File: config.mk
export PLATFORM = sky130hd
export DESIGN_NAME = websocket_frame_deframer
export DESIGN_NICKNAME = d
export VERILOG_FILES = /design/src/rtl/wsfd_pkg.sv /design/src/rtl/websocket_frame_deframer.sv
export VERILOG_INCLUDE_DIRS = /design/src /design/src/rtl
export SDC_FILE = /design/constraint.sdc
export NUM_CORES = 1
export LEC_CHECK = 0
export ABC_AREA = 0
export BUFFER_PORTS_ARGS = -buffer_cell sky130_fd_sc_hd__buf_2
export CELL_PAD_IN_SITES_DETAIL_PLACEMENT = 2
export CELL_PAD_IN_SITES_GLOBAL_PLACEMENT = 2
export CORE_MARGIN = 3
export CORE_UTILIZATION = 40
export CTS_CLUSTER_DIAMETER = 80
export CTS_CLUSTER_SIZE = 24
export DETAILED_ROUTE_END_ITERATION = 8
export PLACE_DENSITY = 0.92
export SYNTH_ARGS = -nofsm -noshare
export SYNTH_HDL_FRONTEND = slang
export SYNTH_SLANG_ARGS = --single-unit
export TNS_END_PERCENT = 100
File: constraint.sdc
create_clock -name clock -period 7.5 [get_ports clock]
set_clock_uncertainty 0.1 [all_clocks]
set_input_delay 1.125 -clock clock [delete_from_list [all_inputs] [get_ports clock]]
set_output_delay 1.125 -clock clock [all_outputs]
set_load 0.1 [all_outputs]
File: src/rtl/websocket_frame_deframer_defines.svh
// Assertion macros shared by the WebSocket deframer RTL.
`ifndef WEBSOCKET_FRAME_DEFRAMER_DEFINES_SVH
`define WEBSOCKET_FRAME_DEFRAMER_DEFINES_SVH

// Same-cycle implication, checked at every rising clock edge outside reset
`define WSFD_ASSERT_IMP(lbl, clk, rst, ante, cons, msg) \
   lbl: assert property (@(posedge clk) disable iff (rst) (ante) |-> (cons)) \
      else $error(msg);

// Next-cycle implication, checked at every rising clock edge outside reset
`define WSFD_ASSERT_NXT(lbl, clk, rst, ante, cons, msg) \
   lbl: assert property (@(posedge clk) disable iff (rst) (ante) |=> (cons)) \
      else $error(msg);

`endif

File: src/rtl/wsfd_pkg.sv
// Types and protocol constants for the WebSocket frame deframer.
package wsfd_pkg;

   // Receive phase, one-hot
   typedef enum logic [4:0] {
      PH_HEADER = 5'b00001,
      PH_DATA   = 5'b00010,
      PH_CTRL   = 5'b00100,
      PH_CLOSED = 5'b01000,
      PH_FAILED = 5'b10000
   } phase_type;

   // Frame opcodes
   localparam logic [3:0] OP_CONT  = 4'h0;
   localparam logic [3:0] OP_TEXT  = 4'h1;
   localparam logic [3:0] OP_BIN   = 4'h2;
   localparam logic [3:0] OP_CLOSE = 4'h8;
   localparam logic [3:0] OP_PING  = 4'h9;
   localparam logic [3:0] OP_PONG  = 4'hA;

   // Header fields
   localparam logic [7:0] HDR_FIN_BIT   = 8'h80;
   localparam logic [7:0] HDR_RSV_MASK  = 8'h70;
   localparam logic [7:0] HDR_OP_MASK   = 8'h0F;
   localparam logic [7:0] HDR_MASK_BIT  = 8'h80;
   localparam logic [6:0] LEN7_EXT16    = 7'd126;
   localparam logic [6:0] LEN7_EXT64    = 7'd127;
   localparam logic [31:0] CTRL_MAX_LEN = 32'd125;
   localparam int unsigned HDR_DEPTH    = 14;

   // Byte kinds
   localparam logic [1:0] KIND_NONE = 2'd0;
   localparam logic [1:0] KIND_DATA = 2'd1;
   localparam logic [1:0] KIND_CTRL = 2'd2;

   // Frame events
   localparam logic [2:0] EV_NONE  = 3'd0;
   localparam logic [2:0] EV_PING  = 3'd1;
   localparam logic [2:0] EV_PONG  = 3'd2;
   localparam logic [2:0] EV_CLOSE = 3'd3;
   localparam logic [2:0] EV_ERROR = 3'd4;

   // Error codes
   localparam logic [2:0] ERR_NONE      = 3'd0;
   localparam logic [2:0] ERR_RSV       = 3'd1;
   localparam logic [2:0] ERR_UNMASKED  = 3'd2;
   localparam logic [2:0] ERR_LEN_MSB   = 3'd3;
   localparam logic [2:0] ERR_TOO_LARGE = 3'd4;
   localparam logic [2:0] ERR_TEXT      = 3'd5;
   localparam logic [2:0] ERR_BAD_CTRL  = 3'd6;
   localparam logic [2:0] ERR_UNKNOWN   = 3'd7;

   // Link status
   localparam logic [1:0] LINK_OPEN   = 2'd0;
   localparam logic [1:0] LINK_CLOSED = 2'd1;
   localparam logic [1:0] LINK_FAILED = 2'd2;

   localparam logic [31:0] RESET_MAX_PAYLOAD = 32'd1048576;

   // One result word as held in the output stage
   typedef struct packed {
      logic [1:0] link_status;
      logic [2:0] error_code;
      logic [6:0] reply_len;
      logic [2:0] frame_event;
      logic [6:0] ctrl_index;
      logic [7:0] out_byte;
      logic [1:0] byte_kind;
   } rsp_word_type;

endpackage

File: src/rtl/websocket_frame_deframer.sv
// WebSocket frame deframer: server-side receive state machine, one byte per word.
//
// Usage:
//  - req_* carries one raw client byte per word (after the opening handshake).
//  - rsp_* returns exactly one result word per accepted byte: the unmasked
//    payload byte with its kind in rsp_tuser, the control byte index, the frame
//    event with reply length, an error code and the link status.
//  - csr_wr_en / csr_wr_data set the largest accepted frame payload; write it
//    only while no byte is in flight.
// Timing:
//  - Each byte is decoded by one pass of logic from the header registers, mask
//    key and byte counter into the result register, or into the skid register
//    while rsp is stalled; while rsp flows, one byte per cycle is sustained.
//  - A skid register behind the result register lets one more byte be taken
//    while rsp is stalled; req_tready drops only when both are full.
// Reset (synchronous, active high): phase returns to the frame header, all
// counters and the mask key clear, the payload limit returns to 1 MiB and both
// output stages empty. Failed and closed phases hold until reset.
module websocket_frame_deframer #(
   parameter int unsigned LENGTH_BITS = 32
) (
   input  logic        clock,
   input  logic        reset,
   // input byte stream
   input  logic        req_tvalid,
   output logic        req_tready,
   input  logic [7:0]  req_tdata,   // [7:0] rx_byte
   // result stream
   output logic        rsp_tvalid,
   input  logic        rsp_tready,
   output logic [31:0] rsp_tdata,   // [7:0] out_byte, [14:8] ctrl_index,
                                    // [17:15] frame_event, [24:18] reply_len,
                                    // [27:25] error_code, [29:28] link_status
   output logic [1:0]  rsp_tuser,   // [1:0] byte_kind
   // payload limit register
   input  logic        csr_wr_en,
   input  logic [31:0] csr_wr_data
);

`include "websocket_frame_deframer_defines.svh"

   // State
   wsfd_pkg::phase_type phase_ff, phase_in;
   logic [7:0]  hdr_ff [wsfd_pkg::HDR_DEPTH];
   logic [3:0]  hdr_count_ff, hdr_count_in;
   logic [31:0] mask_key_ff, mask_key_in;
   logic [1:0]  mask_pos_ff, mask_pos_in;
   logic [31:0] bytes_left_ff, bytes_left_in;
   logic [3:0]  opcode_ff, opcode_in;
   logic [6:0]  ctrl_count_ff, ctrl_count_in;
   logic [31:0] max_payload_ff;

   // Output stages
   logic                   out_valid_ff, skid_valid_ff;
   wsfd_pkg::rsp_word_type out_word_ff, skid_word_ff;
   wsfd_pkg::rsp_word_type res;

   logic        req_accept;
   logic        out_free;
   logic [7:0]  rx_byte;
   logic [7:0]  hdr_view [wsfd_pkg::HDR_DEPTH];
   logic [3:0]  cnt_inc;
   logic [3:0]  need;
   logic [6:0]  len7;
   logic        hdr_done;
   logic [63:0] plen;
   logic [31:0] hdr_mask;
   logic        too_large;
   logic [3:0]  hdr_op;
   logic [7:0]  mask_byte;
   logic [31:0] bytes_dec;
   logic        do_finish;
   logic [3:0]  fin_op;
   logic [6:0]  fin_cnt;

   assign req_tready = !skid_valid_ff;
   assign req_accept = req_tvalid && req_tready;
   assign out_free   = !out_valid_ff || rsp_tready;
   assign rx_byte    = req_tdata;

   // Header bytes as they stand with the current byte written in
   always_comb begin
      for (int i = 0; i < wsfd_pkg::HDR_DEPTH; i++) begin
         hdr_view[i] = (hdr_count_ff == 4'(i)) ? rx_byte : hdr_ff[i];
      end
   end

   // Header length and completion
   assign cnt_inc = hdr_count_ff + 4'd1;
   assign len7    = hdr_view[1][6:0];
   assign hdr_op  = hdr_view[0][3:0] & wsfd_pkg::HDR_OP_MASK[3:0];

   always_comb begin
      need = 4'd2;
      if (len7 == wsfd_pkg::LEN7_EXT16) begin
         need = need + 4'd2;
      end else if (len7 == wsfd_pkg::LEN7_EXT64) begin
         need = need + 4'd8;
      end
      if ((hdr_view[1] & wsfd_pkg::HDR_MASK_BIT) != 8'd0) begin
         need = need + 4'd4;
      end
   end

   assign hdr_done = (phase_ff == wsfd_pkg::PH_HEADER) && (cnt_inc >= 4'd2) &&
                     (cnt_inc >= need);

   // Payload length and mask key from the completed header
   always_comb begin
      if (len7 == wsfd_pkg::LEN7_EXT16) begin
         plen     = {48'd0, hdr_view[2], hdr_view[3]};
         hdr_mask = {hdr_view[7], hdr_view[6], hdr_view[5], hdr_view[4]};
      end else if (len7 == wsfd_pkg::LEN7_EXT64) begin
         plen     = {hdr_view[2], hdr_view[3], hdr_view[4], hdr_view[5],
                     hdr_view[6], hdr_view[7], hdr_view[8], hdr_view[9]};
         hdr_mask = {hdr_view[13], hdr_view[12], hdr_view[11], hdr_view[10]};
      end else begin
         plen     = {57'd0, len7};
         hdr_mask = {hdr_view[5], hdr_view[4], hdr_view[3], hdr_view[2]};
      end
   end

   assign too_large = ((plen >> LENGTH_BITS) != 64'd0) || (plen[63:32] != 32'd0) ||
                      (plen[31:0] > max_payload_ff);

   assign mask_byte = mask_key_ff[{mask_pos_ff, 3'b000} +: 8];
   assign bytes_dec = (bytes_left_ff != 32'd0) ? bytes_left_ff - 32'd1 : bytes_left_ff;

   // Per-byte next state and result
   always_comb begin
      phase_in      = phase_ff;
      hdr_count_in  = hdr_count_ff;
      mask_key_in   = mask_key_ff;
      mask_pos_in   = mask_pos_ff;
      bytes_left_in = bytes_left_ff;
      opcode_in     = opcode_ff;
      ctrl_count_in = ctrl_count_ff;
      do_finish     = 1'b0;
      fin_op        = opcode_ff;
      fin_cnt       = 7'd0;
      res           = '0;
      res.byte_kind   = wsfd_pkg::KIND_NONE;
      res.frame_event = wsfd_pkg::EV_NONE;
      res.error_code  = wsfd_pkg::ERR_NONE;

      case (phase_ff)
         wsfd_pkg::PH_HEADER: begin
            hdr_count_in = cnt_inc;
            if (hdr_done) begin
               hdr_count_in = 4'd0;
               mask_key_in  = hdr_mask;
               mask_pos_in  = 2'd0;
               if ((hdr_view[0] & wsfd_pkg::HDR_RSV_MASK) != 8'd0) begin
                  res.error_code = wsfd_pkg::ERR_RSV;
               end else if ((hdr_view[1] & wsfd_pkg::HDR_MASK_BIT) == 8'd0) begin
                  res.error_code = wsfd_pkg::ERR_UNMASKED;
               end else if (len7 == wsfd_pkg::LEN7_EXT64 && plen[63]) begin
                  res.error_code = wsfd_pkg::ERR_LEN_MSB;
               end else if (too_large) begin
                  res.error_code = wsfd_pkg::ERR_TOO_LARGE;
               end else begin
                  case (hdr_op)
                     wsfd_pkg::OP_CONT, wsfd_pkg::OP_BIN: begin
                        opcode_in     = hdr_op;
                        bytes_left_in = plen[31:0];
                        phase_in      = (plen[31:0] == 32'd0) ? wsfd_pkg::PH_HEADER
                                                              : wsfd_pkg::PH_DATA;
                     end
                     wsfd_pkg::OP_TEXT: begin
                        res.error_code = wsfd_pkg::ERR_TEXT;
                     end
                     wsfd_pkg::OP_CLOSE, wsfd_pkg::OP_PING, wsfd_pkg::OP_PONG: begin
                        if ((hdr_view[0] & wsfd_pkg::HDR_FIN_BIT) == 8'd0 ||
                            plen[31:0] > wsfd_pkg::CTRL_MAX_LEN) begin
                           res.error_code = wsfd_pkg::ERR_BAD_CTRL;
                        end else begin
                           opcode_in     = hdr_op;
                           bytes_left_in = plen[31:0];
                           ctrl_count_in = 7'd0;
                           phase_in      = wsfd_pkg::PH_CTRL;
                           do_finish     = (plen[31:0] == 32'd0);
                           fin_op        = hdr_op;
                        end
                     end
                     default: begin
                        res.error_code = wsfd_pkg::ERR_UNKNOWN;
                     end
                  endcase
               end
               // any error code above fails the link
               if (res.error_code != wsfd_pkg::ERR_NONE) begin
                  res.frame_event = wsfd_pkg::EV_ERROR;
                  phase_in        = wsfd_pkg::PH_FAILED;
               end
            end
         end
         wsfd_pkg::PH_DATA: begin
            res.byte_kind = wsfd_pkg::KIND_DATA;
            res.out_byte  = rx_byte ^ mask_byte;
            mask_pos_in   = mask_pos_ff + 2'd1;
            bytes_left_in = bytes_dec;
            if (bytes_dec == 32'd0) begin
               phase_in = wsfd_pkg::PH_HEADER;
            end
         end
         wsfd_pkg::PH_CTRL: begin
            res.byte_kind  = wsfd_pkg::KIND_CTRL;
            res.out_byte   = rx_byte ^ mask_byte;
            res.ctrl_index = ctrl_count_ff;
            mask_pos_in    = mask_pos_ff + 2'd1;
            ctrl_count_in  = ctrl_count_ff + 7'd1;
            bytes_left_in  = bytes_dec;
            do_finish      = (bytes_dec == 32'd0);
            fin_cnt        = ctrl_count_ff + 7'd1;
         end
         default: begin
            // closed or failed: byte is dropped
         end
      endcase

      // End of a control frame: pick the reply
      if (do_finish) begin
         case (fin_op)
            wsfd_pkg::OP_PING: begin
               res.frame_event = wsfd_pkg::EV_PING;
               res.reply_len   = fin_cnt;
               phase_in        = wsfd_pkg::PH_HEADER;
            end
            wsfd_pkg::OP_PONG: begin
               res.frame_event = wsfd_pkg::EV_PONG;
               phase_in        = wsfd_pkg::PH_HEADER;
            end
            default: begin
               res.frame_event = wsfd_pkg::EV_CLOSE;
               res.reply_len   = (fin_cnt >= 7'd2) ? 7'd2 : 7'd0;
               phase_in        = wsfd_pkg::PH_CLOSED;
            end
         endcase
      end

      case (phase_in)
         wsfd_pkg::PH_CLOSED: res.link_status = wsfd_pkg::LINK_CLOSED;
         wsfd_pkg::PH_FAILED: res.link_status = wsfd_pkg::LINK_FAILED;
         default:             res.link_status = wsfd_pkg::LINK_OPEN;
      endcase
   end

   // Parser state and payload limit
   always_ff @(posedge clock) begin
      if (reset) begin
         phase_ff       <= wsfd_pkg::PH_HEADER;
         hdr_count_ff   <= '0;
         mask_key_ff    <= '0;
         mask_pos_ff    <= '0;
         bytes_left_ff  <= '0;
         opcode_ff      <= '0;
         ctrl_count_ff  <= '0;
         max_payload_ff <= wsfd_pkg::RESET_MAX_PAYLOAD;
      end else begin
         if (csr_wr_en) begin
            max_payload_ff <= csr_wr_data;
         end
         if (req_accept) begin
            phase_ff      <= phase_in;
            hdr_count_ff  <= hdr_count_in;
            mask_key_ff   <= mask_key_in;
            mask_pos_ff   <= mask_pos_in;
            bytes_left_ff <= bytes_left_in;
            opcode_ff     <= opcode_in;
            ctrl_count_ff <= ctrl_count_in;
         end
      end
   end

   // Header byte capture
   always_ff @(posedge clock) begin
      if (req_accept && phase_ff == wsfd_pkg::PH_HEADER &&
          hdr_count_ff < 4'(wsfd_pkg::HDR_DEPTH)) begin
         hdr_ff[hdr_count_ff] <= rx_byte;
      end
   end

   // Result register with skid stage
   always_ff @(posedge clock) begin
      if (reset) begin
         out_valid_ff  <= 1'b0;
         skid_valid_ff <= 1'b0;
      end else if (out_free) begin
         out_valid_ff  <= skid_valid_ff || req_accept;
         skid_valid_ff <= 1'b0;
      end else if (req_accept) begin
         skid_valid_ff <= 1'b1;
      end
   end

   always_ff @(posedge clock) begin
      if (out_free) begin
         out_word_ff <= skid_valid_ff ? skid_word_ff : res;
      end else if (req_accept) begin
         skid_word_ff <= res;
      end
   end

   assign rsp_tvalid = out_valid_ff;
   assign rsp_tuser  = out_word_ff.byte_kind;
   assign rsp_tdata  = {2'b00, out_word_ff.link_status, out_word_ff.error_code,
                        out_word_ff.reply_len, out_word_ff.frame_event,
                        out_word_ff.ctrl_index, out_word_ff.out_byte};

   // Checks
   `WSFD_ASSERT_IMP(a_skid_behind_out, clock, reset, skid_valid_ff, out_valid_ff,
      "skid stage holds a word while the result register is empty")
   `WSFD_ASSERT_NXT(a_failed_sticky, clock, reset, phase_ff == wsfd_pkg::PH_FAILED,
      phase_ff == wsfd_pkg::PH_FAILED, "failed phase was left")
   `WSFD_ASSERT_NXT(a_closed_sticky, clock, reset, phase_ff == wsfd_pkg::PH_CLOSED,
      phase_ff == wsfd_pkg::PH_CLOSED, "closed phase was left")
   `WSFD_ASSERT_IMP(a_error_fails_link, clock, reset,
      out_valid_ff && out_word_ff.frame_event == wsfd_pkg::EV_ERROR,
      out_word_ff.error_code != wsfd_pkg::ERR_NONE &&
      out_word_ff.link_status == wsfd_pkg::LINK_FAILED,
      "error event without code or failed status")

endmodule
==> results of run 1 <==
-- through the flow --
step	worst slack (ns)	cell area [um^2]	std cells	utilization, %	power [mW]
floorplan	1.76	16200	1721	-	2.28
global placement	1.25	17000	2233	42.6	2.46
detailed placement	1.01	17000	2233	42.6	2.50
CTS	0.853	17700	2269	44.3	3.72
global route	0.298	17700	2269	44.3	3.83
finish	0.668	17700	2269	44.3	3.71
-- worst paths after layout --
check | endpoint | slack, ns | cells past startpoint
max | rsp_tdata[22] | 0.67 | 17
min | mask_key_ff[26] | 0.37 | 2
max reg2reg | rsp_tdata[22] | 0.67 | 17
min reg2reg | mask_key_ff[26] | 0.37 | 2
-- worst max-delay path, cell delays in order, from the launching register on --
cell	delay [ns]
dfxtp_1	0.51
ha_1	0.56
nor3b_1	0.44
buf_4	0.27
mux2i_4	0.65
o21ai_1	0.40
o2bb2ai_1	0.48
ha_1	0.23
nand4_1	0.10
or4_1	0.46
nor2_1	0.22
a32oi_1	0.19
or3_1	0.47
a2111oi_4	0.46
nand2_1	0.17
mux2i_2	0.42
nand2_2	0.19
o31ai_1	0.31
-- placed cells by master, fill, tap and decap left out, types with 7 or more instances in the layout --
cell	Yosys	layout
nor2_1	258	255
dfxtp_1	120	120
nand2b_1	9	8
a21oi_1	95	95
ha_1	42	42
nand2_1	184	184
o21ai_0	85	85
o211ai_1	15	15
mux2_2	19	19
nor3b_1	8	7
nand4_1	16	16
buf_4	4	28
o22ai_1	31	31
o221ai_1	7	7
nor4_1	31	31
a311oi_1	12	12
and3_1	10	10
mux4_2	8	8
xnor2_1	16	16
a211oi_1	24	24
inv_1	52	52
a21o_1	9	9
or4_1	9	9
and2_1	15	15
mux2i_1	96	95
edfxtp_1	176	176
nand3b_1	10	10
clkbuf_16	0	21
nor3_1	67	67
o31ai_1	26	26
xor2_1	7	7
buf_2	14	77
nand3_1	36	36
or3_1	13	13
-- power by group through the flow --
stage	Clock [mW]	Sequential, mW	Combinational [mW]
6_report	1.22	1.80	0.685
5_1_grt	1.29	1.80	0.729
4_1_cts	1.24	1.80	0.675
3_5_place_dp	0	1.83	0.664
3_3_place_gp	0	1.83	0.634
2_1_floorplan	0	1.90	0.382
-- routing by layer --
layer / global-route usage [%] / wire length, um / up-vias
met5: 0 / 0 / -
met4: 12.6 / 3310 / 0
met3: 3.98 / 3400 / 169
met2: 47.8 / 29800 / 511
met1: 35.6 / 25500 / 7234
li1: - / - / 6286
-- kinds of logic (layout without fill, tap and decap cells) --
group           after synthesis  after routing
compound gates              369            369
other cells                   1              2
mux                         125            125
xor+xnor                     23             23
fa+ha+maj                    42             42
flops                       296            296
buf+inv                     173            196
simple gates                691            691
-- area by class of cell --
type / instances / area, um^2
inverter: 55 / 209
sequential: 296 / 7690
multi-input combinational: 1252 / 7830
timing repair buffer: 105 / 596
clock buffer: 25 / 551
tap: 525 / 657
clock inverter: 11 / 130
fill: 4284 / 22200
-- registers in the layout, indices dropped and copies added, names as in the netlist, 5 cells and up --
name / count
hdr_ff: 112
bytes_left_ff: 32
mask_key_ff: 32
max_payload_ff: 32
skid_word_ff: 32
rsp_tdata: 30
ctrl_count_ff: 7
phase_ff: 5
==> impl_results.md, run 1 <==
* Status: finished clean
* Routability-driven placement congestion ratio at 0.923
* TritonCTS clock tree: yes
* Wirelength, routed at 62,000 um
* DR vias at 14.2k
* RR Startpoint: hdr_count_ff[0]
* Largest family of logic cells by synthesized area: simple AND/OR/NAND/NOR gates
* Least-Margin Pin Slew at 1.04 ns
* Cts bufs inserted at 20
* CTS Root Cell: clkbuf_16
* Internal Pwr Total at 2.52 mW
* Initial Util at 40.6%
* Synth Area in XOR/XNOR at 1.25%
* Sequential cell fraction of total power at 48.5%
* Leak at 6.74 nW
* Core Area at 39,800 um^2
* Clock latency on the worst-skew pair at 0.56 ns
* Antenna Nets Post-Route at 0
* Detailed placement HPWL at 43,800 um
* Synth top area share at 32.7%
* N_diodes at 0
* Remaining DRCs at 0
* Post-synth EDFFs at 176
* Sink Count at 296
* Netlist Area Pre-Place at 16,200 um^2
* Most frequent cell after synthesis: nor2_1
* Die Width at 207 um
* Post-Synth Adder-Cell Area at 3.25%
* Die area at 42,900 um^2
* Worst-path clk slew at 0.10 ns
* Syn Area/Cell at 9.40 um^2
* Post-CTS setup buffer count at 0
* Critical path data arrival time at 7.09 ns
* Layout area overhead at 9.18%
* Final Setup Violations at 0
* Startpoint Class: register
* Vias in the first global route at 15.5k
* Min-Delay Path Class: register to register
* Synth Area in Compound Gates at 15.3%
* Clk buf depth at 3
* All-Layer GR Usage at 28.1%
* Initial antenna violation count at 0
* Synth Register Bits at 296
* Tmin final at 6.83 ns
* Ys async rst share at 0%
* Minimum hold slack at 0.375 ns
* DR iter-0 viols at 1,348
* Drt wl/cell at 27.3 um
* # IOs at 81
* Sw Ratio at 32.0%
* Post-synth top area cell: edfxtp_1
* Worst hold path startpoint: mask_key_ff[26]
* WS Path Type: register to register
* Die Ht at 207 um
* Synth cell count leaders: nor2_1, nand2_1, edfxtp_1
* Setup TNS at 0 ns
* Simple-Gate Fraction of Synth Area at 19.8%
* Post-synthesis cell type count at 85
* Largest net degree at the start of global routing at 73
* Psw at 1.19 mW
* Vias/cell at 6.26
* GR Overflow Total at 0
* Fmax at 0.146 GHz
* CP Launch Point: hdr_count_ff[0]
* Max-cap violations at 0
* H-tree Lvls at 1
* Fin nets at 1,817
* Post-synthesis sequential area ratio at 47.5%
* Resize count post-CTS at 0
* Synth Warn # at 0
* Max FO, Critical Path at 23
* Comb power frac at 18.5%
* RSZ-0062 raised after global routing: no
* Pre-antenna DRT Iters at 5
* Post-Synthesis Cells at 1,720
* Main synth FF type: edfxtp_1
* Final max-slew violation count at 0
* Std-Cell Rows at 73
* PortBufs at 78
* Clock power frac at 33.0%
* CP endpoint kind: register
* WP data required at 7.76 ns
* Main area contributors after synthesis: edfxtp_1, dfxtp_1, nor2_1
* Hold Fails Final Rpt at 0
* Slew margin rel. at 30.5%
* First-pass GRT wire length at 95,700 um
* Post-synthesis mux area share at 8.55%
* VDD IR max at 0.207 mV
* Share of layout cells above drive strength 1 at 11.5%
* PwrDens at 210 nW/um^2
* Fin crit share at 91.1%
* Hold bufs inserted after CTS at 0
Note: power is estimated with default switching activity, not from simulation.
==> inputs of run 2 (changes only) <==
BUFFER_PORTS_ARGS = -buffer_cell sky130_fd_sc_hd__buf_4   (was -buffer_cell sky130_fd_sc_hd__buf_2)
==> run 2 against run 1 <==
  * Critical path depth increased by 2
  * Critical path type unchanged
  * Highest routed layer unchanged
  * Register-to-register slack is essentially flat
  * First-iteration DRC count fell by 20%
  * Largest power group unchanged
==> impl_results.md, run 2 (same netlist as run 1, synthesis figures left out) <==
* Routing usage on met2 at 47.6%
* Post-CTS setup buffer count at 0
* Min-Delay Path Class: register to register
* Status: finished clean
* Sink Count at 296
* Largest net degree at the start of global routing at 79
* Final Setup Violations at 0
* RSZ-0062 raised after global routing: no
* Clk buf depth at 3
* Hold bufs inserted after CTS at 0
* DR iter-0 viols at 1,078
* First-pass GRT wire length at 93,600 um
* Worst-path clk slew at 0.09 ns
* Crit path max-delay family: simple AND/OR/NAND/NOR gates
* Largest Register: hdr_ff
* Initial Util at 40.6%
* Grt peak-use layer: met2
* CTS Root Cell: clkbuf_16
* WP data required at 7.75 ns
* Max-cap violations at 0
* Routability-driven placement congestion ratio at 0.915
* Worst-path cell chain: inv_1 > ha_1 > nor3b_1 > buf_4 > nor3_1 > or2_2 > buf_4 > o21ai_0 > ha_1 > nand2_1 > o21a_1 > a211oi_2 > o211ai_1 > or3_1 > a2111oi_4 > nand2_1 > mux2i_2 > nand2_2 > o31ai_1
* Antenna Nets Post-Route at 0
* Remaining DRCs at 0
* Wirelength, routed at 61,200 um
* Share of layout cells above drive strength 1 at 11.4%
* DR vias at 14.1k
* Fmax at 0.146 GHz
* Detailed placement HPWL at 44,300 um
* Pre-antenna DRT Iters at 5
* # IOs at 81
* Cts bufs inserted at 20
* Initial antenna violation count at 0
* Worst stage delay on the critical path at 0.80 ns
* Std-Cell Rows at 73
* Slowest cell on crit path: nor3_1
* GR Overflow Total at 0
* Max FO, Critical Path at 51
* Most common cell after layout, fill and taps aside: nor2_1
* Fin nets at 1,817
* Grt met3 use at 3.71%
* Startpoint Class: register
* PwrDens at 207 nW/um^2
* Clock latency on the worst-skew pair at 0.56 ns
* VDD IR max at 0.246 mV
* Layout area overhead at 10.4%
* Buf/Inv on CP at 3
* Leak at 6.79 nW
* Tmin final at 6.85 ns
* Final max-slew violation count at 0
* Resize count post-CTS at 0
* Hold Fails Final Rpt at 0
* Critical path data arrival time at 7.10 ns
* Die Ht at 207 um
* TritonCTS clock tree: yes
* Vias in the first global route at 15.4k
* All-Layer GR Usage at 27.5%
* Drt wl/cell at 27.0 um
* Max FFs per register at 112
* Die Width at 207 um
* Slew margin rel. at 32.9%
* Fin crit share at 91.3%
* Setup TNS at 0 ns
* WS Path Type: register to register
* CP endpoint kind: register
* Commonest non-fill, non-tap cells in the layout: nor2_1, nand2_1, edfxtp_1
* Core Area at 39,800 um^2
* Least-Margin Pin Slew at 0.994 ns
* H-tree Lvls at 1
* Vias/cell at 6.23
* N_diodes at 0
* Met1 Resource Use GR at 34.3%
* Die area at 42,900 um^2
* Minimum hold slack at 0.366 ns
* PortBufs at 78
==> run 2: cell count changes in the layout (fill, tap and decap cells not counted), sizes merged <==
cell / delta
clkinv: +2
clkinvlp: -2
clkbuf: +1
inv: -1
==> run 2: layout make-up <==
type	instances	area [um^2]
Clock buffer	26	544
Clock inverter	10	143
Fill cell	4301	22000
Inverter	55	209
Multi-Input combinational cell	1252	7830
Sequential cell	296	7690
Tap cell	525	657
Timing Repair Buffer	105	788
==> run 2: metrics by stage <==
| stage | worst slack (ns) | instance area (um^2) | util [%] | std cells | total power [mW] |
|---|---|---|---|---|---|
| after detailed placement | 0.814 | 17200 | 43.1 | 2233 | 2.51 |
| final | 0.654 | 17900 | 44.8 | 2269 | 3.70 |
| after global routing | 0.215 | 17900 | 44.8 | 2269 | 3.83 |
| after global placement | 1.13 | 17200 | 43.1 | 2233 | 2.47 |
| after floorplan | 1.76 | 16200 | - | 1721 | 2.28 |
| after CTS | 0.834 | 17900 | 44.8 | 2269 | 3.72 |
==> run 2: worst min-delay path: cells and delay by family (launching register included) <==
kind | cells | cell delay (ns)
compound gates | 1 | 0.05
flops | 1 | 0.32
simple gates | 1 | 0.05
==> run 2: power breakdown <==
part	total [mW]	switching, mW	internal (mW)
logic	0.687	0.482	0.205
registers	1.80	0.0308	1.77
clock network	1.21	0.658	0.556
==> run 2: final timing paths <==
path,from,end,cells after the start,slack (ns)
hold reg to reg,mask_key_ff[30],mask_key_ff[30],2,0.37
hold / removal,mask_key_ff[30],mask_key_ff[30],2,0.37
setup reg to reg,hdr_count_ff[1],rsp_tdata[24],19,0.65
setup / recovery,hdr_count_ff[1],rsp_tdata[24],19,0.65
==> run 2: per-layer routing <==
layer	vias up	part of all wire [%]
met4	0	5.0
met2	471	49
met3	160	5.2
li1	6292	-
met5	-	0
met1	7216	41
